**config.mk**
```make
export PLATFORM = sky130hd
export DESIGN_NAME = msc_ctrl
export DESIGN_NICKNAME = d
export VERILOG_FILES = /design/src/rtl/core/msc_pkg.sv /design/src/rtl/core/msc_ctrl.sv
export SDC_FILE = /design/constraint.sdc
export NUM_CORES = 1
export LEC_CHECK = 0
export ABC_AREA = 1
export BUFFER_PORTS_ARGS = -buffer_cell sky130_fd_sc_hd__buf_2
export CAP_MARGIN = 20
export CORE_AREA = 2 2 39 41
export DETAILED_ROUTE_END_ITERATION = 10
export DIE_AREA = 0 0 41 43
export MAX_ROUTING_LAYER = met4
export PLACE_DENSITY_LB_ADDON = 0.12
export SLEW_MARGIN = 20
export SYNTH_ARGS = -nofsm -noshare
export SYNTH_HDL_FRONTEND = slang
export SYNTH_SLANG_ARGS = --single-unit
```
**constraint.sdc**
```tcl
create_clock -name clock -period 1.3 [get_ports clock]
set_input_delay 0.065 -clock clock [delete_from_list [all_inputs] [get_ports clock]]
set_output_delay 0.065 -clock clock [all_outputs]
set_load 0.01 [all_outputs]
```
**src/rtl/core/msc_pkg.sv**
```systemverilog
// Shared types and constants for the minimum square sum counter.
`timescale 1ns / 1ps
`default_nettype none

package msc_pkg;

   localparam int unsigned TARGET_W = 16;
   localparam int unsigned COUNT_W  = 3;

   // Starting value of every table entry before the minimum search.
   localparam logic [COUNT_W-1:0] START_BEST = 3'd5;
   // Count for an exact square, and for entry one.
   localparam logic [COUNT_W-1:0] ONE_SQUARE = 3'd1;
   // Largest count that a finished entry can hold.
   localparam logic [COUNT_W-1:0] MAX_COUNT  = 3'd4;

   // Commands from the controller to the datapath.
   typedef struct packed {
      logic load;         // capture a new request
      logic write_one;    // write entry one and open entry two
      logic scan_step;    // test one square candidate of the current entry
      logic store_entry;  // write the current entry and open the next one
   } ctrl_cmd_type;

   // Status from the datapath to the controller.
   typedef struct packed {
      logic n_zero;       // request target is zero
      logic n_one;        // request target is one
      logic scan_done;    // all squares up to the current entry have been tried
      logic entry_last;   // the current entry is the requested one
   } dp_status_type;

endpackage

`default_nettype wire

```
**src/rtl/core/msc_ctrl.sv**
```systemverilog
// Sequencing state machine for the minimum square sum counter.
`timescale 1ns / 1ps
`default_nettype none

module msc_ctrl (
   input  wire logic                   clock,
   input  wire logic                   reset,
   input  wire logic                   start,
   input  wire msc_pkg::dp_status_type status,
   output msc_pkg::ctrl_cmd_type       cmd,
   output logic                        busy,
   output logic                        rsp_valid
);

   typedef enum logic [2:0] {
      ST_IDLE,
      ST_SETUP,
      ST_SCAN,
      ST_STORE,
      ST_REPLY
   } state_type;

   state_type state_ff, state_in;
   logic      busy_ff, busy_in;
   logic      rsp_valid_ff, rsp_valid_in;

   always_comb begin
      state_in     = state_ff;
      busy_in      = busy_ff;
      rsp_valid_in = 1'b0;
      cmd          = '0;
      case (state_ff)
         ST_IDLE: begin
            if (start) begin
               cmd.load = 1'b1;
               busy_in  = 1'b1;
               state_in = ST_SETUP;
            end
         end
         ST_SETUP: begin
            if (status.n_zero) begin
               rsp_valid_in = 1'b1;
               state_in     = ST_REPLY;
            end else begin
               cmd.write_one = 1'b1;
               if (status.n_one) begin
                  rsp_valid_in = 1'b1;
                  state_in     = ST_REPLY;
               end else begin
                  state_in = ST_SCAN;
               end
            end
         end
         ST_SCAN: begin
            if (status.scan_done) begin
               state_in = ST_STORE;
            end else begin
               cmd.scan_step = 1'b1;
            end
         end
         ST_STORE: begin
            cmd.store_entry = 1'b1;
            if (status.entry_last) begin
               rsp_valid_in = 1'b1;
               state_in     = ST_REPLY;
            end else begin
               state_in = ST_SCAN;
            end
         end
         ST_REPLY: begin
            busy_in  = 1'b0;
            state_in = ST_IDLE;
         end
         default: begin
            busy_in  = 1'b0;
            state_in = ST_IDLE;
         end
      endcase
   end

   always_ff @(posedge clock) begin
      if (reset) begin
         state_ff     <= ST_IDLE;
         busy_ff      <= 1'b0;
         rsp_valid_ff <= 1'b0;
      end else begin
         state_ff     <= state_in;
         busy_ff      <= busy_in;
         rsp_valid_ff <= rsp_valid_in;
      end
   end

   assign busy      = busy_ff;
   assign rsp_valid = rsp_valid_ff;

`ifndef SYNTHESIS
   a_rsp_while_busy: assert property (@(posedge clock) disable iff (reset)
      rsp_valid_ff |-> busy_ff)
      else $error("response strobe outside a busy period");

   a_busy_ends_after_rsp: assert property (@(posedge clock) disable iff (reset)
      (!$past(reset) && $fell(busy_ff)) |-> $past(rsp_valid_ff))
      else $error("busy dropped without a response");

   a_accept_sets_busy: assert property (@(posedge clock) disable iff (reset)
      (start && !busy_ff) |=> (busy_ff && !rsp_valid_ff))
      else $error("accepted request did not raise busy");
`endif

endmodule

`default_nettype wire

```
==> results of run 1 <==
kinds of logic after synthesis:
group                  Yosys count  share of synthesized area [%]
AO/OA/AOI/OAI                    3                           6.18
buffers and inverters            6                           9.28
flip-flops                       5                           41.2
AND/OR/NAND/NOR                 21                           43.3
area by class of cell:
type	count	area, sq um
repair buffers	12	60.1
fillers	161	1030
well taps	16	20.0
clock buffers	4	26.3
inverters	6	22.5
multi-input cells	24	120
flip-flops and latches	5	100
per-stage QoR:
step | utilization, % | cells | total power, mW | hold slack [ns] | cell area [sq um]
final | 25.2 | 67 | 0.443 | 0.0217 | 349
after global placement | 23.3 | 63 | 0.269 | 0.281 | 323
after CTS | 25.2 | 67 | 0.453 | 0.0163 | 349
after detailed placement | 23.3 | 63 | 0.268 | 0.271 | 323
after global routing | 25.2 | 67 | 0.484 | 0.0181 | 349
after floorplan | - | 35 | 0.235 | 0.134 | 243
registers in the layout, indices dropped and copies added, names as in the netlist:
register   flops
state_ff       3
busy           1
rsp_valid      1
worst paths after layout:
path	startpoint	to	slack, ns
worst max-delay path	state_ff[2]	cmd[1]	0.15
worst min-delay path	reset	state_ff[2]	0.02
worst max register to register	state_ff[2]	state_ff[1]	0.41
worst min register to register	busy	busy	0.45
layout by cell type (no fill, tap or decap), types with 3 or more instances in the layout:
| master | count |
|---|---|
| nand3_1 | 3 |
| dfxtp_1 | 5 |
| nand2_1 | 7 |
| nor2_2 | 3 |
| nor2_1 | 4 |
| clkbuf_4 | 3 |
| inv_1 | 6 |
| buf_2 | 12 |
| a21oi_1 | 3 |
critical path: stages, from the launching register on:
cell and delay (ns):
dfxtp_1 0.36, nor2_2 0.13, nand2_1 0.10, nor2_2 0.12, buf_2 0.14
per-layer routing:
metal,share of wire [%],wire [um]
met1,43,236
met4,0.72,4
met5,0,0
met2,46,252
met3,11,60
power by group through the flow:
stage	registers, mW	clock network (mW)	logic [mW]
4_1_cts	0.180	0.188	0.0858
5_1_grt	0.182	0.202	0.0995
2_1_floorplan	0.184	0	0.0506
3_5_place_dp	0.183	0	0.0852
6_report	0.180	0.178	0.0846
3_3_place_gp	0.183	0	0.0867
==> flow_metrics.py, run 1 <==
metrics = {
    "pwr": {
        "ir_worst_vdd_mv": 0.350,
        "power.leakage_nw": 0.187,
        "swShare_pct": 27.3,
        "pwr-share-clk_pct": 40.3,
        "p_int_mw": 0.322,
        "switchingPower_mw": 0.121,
        "cellPowerDensity_nw_per_um2": 1270,
        "seq_power_share_pct": 40.6,
        "p_comb_share_pct": 19.1,
    },
    "sta": {
        "maxSlewViolCount": 0,
        "setup-tns-final_ns": 0,
        "skew_ns": 0.00243,
        "timing.final.crit_share_pct": 88.8,
        "min_period_ns": 1.15,
        "worst_pin_slew_ns": 0.223,
        "final-setup-viol-count": 0,
        "timing.final.ws_setup_ns": 0.146,
        "hold_violations": 0,
        "grt_setup_unrepaired": "false",
        "fmax_mhz": 866,
        "relSlewSlack_pct": 85.1,
    },
    "route": {
        "wl_per_cell_um": 8.25,
        "postRouteAntennaNets": 0,
        "drc": 0,
        "firstDrtPassIters": 4,
        "drtIter0Drc": 7,
        "vias": 259,
        "drt_wl_total_um": 553,
        "via_per_inst": 3.87,
    },
    "grt": {
        "grt.overflow.total": 0,
        "grt_pass1_wl_um": 945,
        "busiest_layer": "met2",
        "antenna_found_initial": 0,
        "use_met3_pct": 6.28,
        "grt_pass1_vias": 244,
        "grt_max_degree": 7,
        "grt_use_total_pct": 8.75,
        "met2_usage_pct": 10.9,
        "grtUsageMet1_pct": 9.35,
    },
    "synth": {
        "synth.top_cell.area_share_pct": 41.2,
        "yosysSeqAreaShare_pct": 41.2,
        "syn_inst": 35,
        "synth-seq-cells": 5,
        "synth_common_cells": "nand2_1, inv_1, dfxtp_1, nor2_1",
        "async_reset_ff_share_pct": 0,
        "yosysWarnings": 0,
        "yosys.area.top_type": "dfxtp_1",
        "synthTopCellsByArea": "dfxtp_1, nand2_1, inv_1, nor2_2, a21oi_1",
        "synth_edf_count": 0,
        "ys.flop_type": "dfxtp_1",
        "synth_cell_types": 11,
        "synth_nets": 42,
        "syn_area_sq_um": 243,
        "yosysMostFrequentCell": "nand2_1",
        "postSynthAreaPerCell_sq_um": 6.94,
    },
    "floorplanning": {
        "top_level_ports": 13,
        "placementRows": 14,
        "die_h_um": 43,
        "die_w_um": 41,
        "core-area_sq_um": 1380,
        "initial_utilization_pct": 17.5,
        "die_area_sq_um": 1760,
    },
    "worst_setup_path": {
        "cp.arrival_ns": 1.09,
        "crit_fanout": 6,
        "required_ns": 1.24,
        "rr_worst_depth": 5,
        "crit_type": "flop to primary output",
        "cp-end-kind": "primary output",
        "start_kind": "flop",
    },
    "cells_and_area": {
        "syn_to_final_growth_pct": 43.8,
        "drive_gt1_share_pct": 39.2,
        "diodes": 0,
        "final_nets": 59,
    },
    "clock_tree": {
        "post_cts_buffers": 0,
        "cts_resized": 0,
        "cts-htree-levels": 1,
        "cts_made_buffers": 3,
        "insertion_delay_ns": 0.24,
        "cts_max_path_buffers": 2,
        "numClockSinks": 5,
        "cts_tree": "yes",
        "cts_hold_buf": 0,
        "cts.clk_slew.worst_paths_ns": 0.04,
        "cts_root_buf": "clkbuf_4",
    },
    "run_status": {
        "outcome": "completed",
    },
    "place": {
        "numPortBuffers": 12,
        "dp_hpwl_um": 463,
        "gp_congestion": 0.703,
        "post-place-ws_ns": 0.364,
    },
    "job": {
        "cap_viol_max_count": 0,
    },
    "min_path": {
        "min_path_type": "input port to flop",
        "min_path_cells": 2,
    },
}
(Power assumes the default switching activity.)
==> run 2, diff against run 1 <==
--- a/config.mk
+++ b/config.mk
@@ -8,11 +8,14 @@
 export ABC_AREA = 1
 export BUFFER_PORTS_ARGS = -buffer_cell sky130_fd_sc_hd__buf_2
 export CAP_MARGIN = 20
+export CELL_PAD_IN_SITES_DETAIL_PLACEMENT = 0
+export CELL_PAD_IN_SITES_GLOBAL_PLACEMENT = 1
 export CORE_AREA = 2 2 39 41
 export DETAILED_ROUTE_END_ITERATION = 10
 export DIE_AREA = 0 0 41 43
 export MAX_ROUTING_LAYER = met4
-export PLACE_DENSITY_LB_ADDON = 0.12
+export PLACE_DENSITY_LB_ADDON = 0.1
+export SKIP_LAST_GASP = 1
 export SLEW_MARGIN = 20
 export SYNTH_ARGS = -nofsm -noshare
 export SYNTH_HDL_FRONTEND = slang
==> run 2 against run 1 <==
  * Clock power grew 3%
  * First-iteration DRC count decreased by 14%
  * Hold slack got worse by 0.012 ns
  * Via count rose by 8.9%
  * Critical path depth is the same
  * Sequential cell count is the same
  * Combinational power up 9.5%
  * Final area grew 2.2%
  * Critical path type unchanged
  * Critical endpoint unchanged
  * Largest power group is now the clock network
==> flow_metrics.py, run 2 (same netlist as run 1, synthesis figures left out) <==
metrics = {
    "sta": {
        "hold_violations": 0,
        "skew_ns": 0.00574,
        "maxSlewViolCount": 0,
        "final-setup-viol-count": 0,
        "grt_setup_unrepaired": "false",
        "min_period_ns": 1.20,
        "timing.final.crit_share_pct": 92.1,
        "fmax_mhz": 835,
        "relSlewSlack_pct": 83.6,
        "worst_pin_slew_ns": 0.244,
        "setup-tns-final_ns": 0,
    },
    "route": {
        "via_per_inst": 4.15,
        "drtIter0Drc": 6,
        "wl_per_cell_um": 8.87,
        "postRouteAntennaNets": 0,
        "drc": 0,
        "firstDrtPassIters": 4,
        "vias": 282,
        "drt_wl_total_um": 603,
    },
    "place": {
        "numPortBuffers": 12,
        "placed_cells_incl_taps": 63,
        "dp_hpwl_um": 467,
        "gp_congestion": 0.625,
    },
    "pwr": {
        "cellPowerDensity_nw_per_um2": 1280,
        "ir_worst_vdd_mv": 0.452,
        "power.leakage_nw": 0.191,
    },
    "cells_and_area": {
        "multi_input_area_sq_um": 120,
        "final_nets": 60,
        "largest_reg_flops": 3,
        "final_cell_count_no_fill": 68,
        "nFillCells": 158,
        "diodes": 0,
        "syn_to_final_growth_pct": 46.9,
        "seq_area_sq_um": 100,
        "layout_common_cells": "buf_2, nand2_1, inv_1",
        "mostFrequentLayoutCell": "buf_2",
        "top_register": "state_ff",
        "drive_gt1_share_pct": 40.4,
    },
    "worst_setup_path": {
        "crit_buf_inv": 1,
        "required_ns": 1.24,
        "path_delay_family": "simple AND/OR/NAND/NOR gates",
        "cp-end-kind": "primary output",
        "r2r_start": "state_ff[2]",
        "cp_slowest_cell": "dfxtp_1",
        "rr_worst_depth": 5,
        "crit_fanout": 6,
        "crit_top_cell": "nor2_2",
        "cp.arrival_ns": 1.13,
        "start_kind": "flop",
        "timing.rr.end": "state_ff[0]",
        "slowest_delay_ns": 0.36,
        "crit_type": "flop to primary output",
        "crit_chain": "nor2_2 -> nand2_1 -> nor2_2 -> buf_2",
        "worst-r2r-setup-slack_ns": 0.37,
    },
    "clock_tree": {
        "cts_hold_buf": 0,
        "cts_max_path_buffers": 2,
        "cts_root_buf": "clkbuf_4",
        "cts.clk_slew.worst_paths_ns": 0.05,
        "insertion_delay_ns": 0.24,
        "cts_tree": "yes",
        "numClockSinks": 5,
        "cts_resized": 0,
        "cts_made_buffers": 3,
        "cts-htree-levels": 1,
        "post_cts_buffers": 0,
    },
    "floorplanning": {
        "initial_utilization_pct": 17.5,
        "core-area_sq_um": 1380,
        "placementRows": 14,
        "die_h_um": 43,
        "die_w_um": 41,
        "top_level_ports": 13,
        "die_area_sq_um": 1760,
    },
    "min_path": {
        "min_from": "reset",
        "holdPathEnd": "state_ff[2]",
        "min_path_cells": 2,
        "min_path_type": "input port to flop",
    },
    "grt": {
        "grt_max_degree": 7,
        "grt_pass1_wl_um": 910,
        "grt_use_total_pct": 8.94,
        "antenna_found_initial": 0,
        "grt.overflow.total": 0,
        "grt_pass1_vias": 231,
    },
    "run_status": {
        "outcome": "completed",
    },
    "job": {
        "cap_viol_max_count": 0,
    },
}
==> run 2: cell types whose count changed in the layout (fill, tap and decap cells not counted) <==
cell,delta
buf_4,+1
==> run 2: metrics by stage <==
step           setup slack [ns]  instance area, sq um  utilization (%)  hold WS, ns  power, mW
5_1_grt               0.0000242                   357             25.8      0.00761      0.487
3_3_place_gp              0.388                   323             23.3        0.278      0.268
2_1_floorplan             0.406                   243                -        0.134      0.235
3_5_place_dp              0.361                   323             23.3        0.271      0.268
6_report                  0.102                   357             25.8       0.0102      0.455
4_1_cts                  0.0697                   349             25.2      0.00468      0.458
==> run 2: how the worst max path moves through the flow <==
stage / startpoint / end / depth (start not counted)
after global routing: state_ff[2] / cmd[1] / 4
after floorplan: state_ff[2] / state_ff[0] / 4
after CTS: state_ff[2] / cmd[1] / 4
after global placement: state_ff[2] / cmd[1] / 4
final: state_ff[2] / cmd[1] / 4
after detailed placement: state_ff[2] / cmd[1] / 4
==> run 2: report_power, final <==
| group | internal, mW | switching, mW |
|---|---|---|
| sequential | 0.168 | 0.0111 |
| clock | 0.116 | 0.0666 |
| combinational | 0.0438 | 0.0487 |
| total | 0.328 | 0.126 |
==> run 2: final cells by class <==
class	count	area share, %
Multi-Input combinational cell	24	33.7
Sequential cell	5	28.1
Timing Repair Buffer	13	18.9
Clock buffer	4	7.37
Inverter	6	6.32
Tap cell	16	5.61
==> run 2: layer usage <==
| layer | vias up | GRT usage, % | wire, um |
|---|---|---|---|
| met4 | 0 | 12.0 | 14 |
| met1 | 122 | 10.6 | 265 |
| li1 | 144 | - | - |
| met5 | - | - | 0 |
| met2 | 14 | 8.44 | 247 |
| met3 | 2 | 4.71 | 74 |
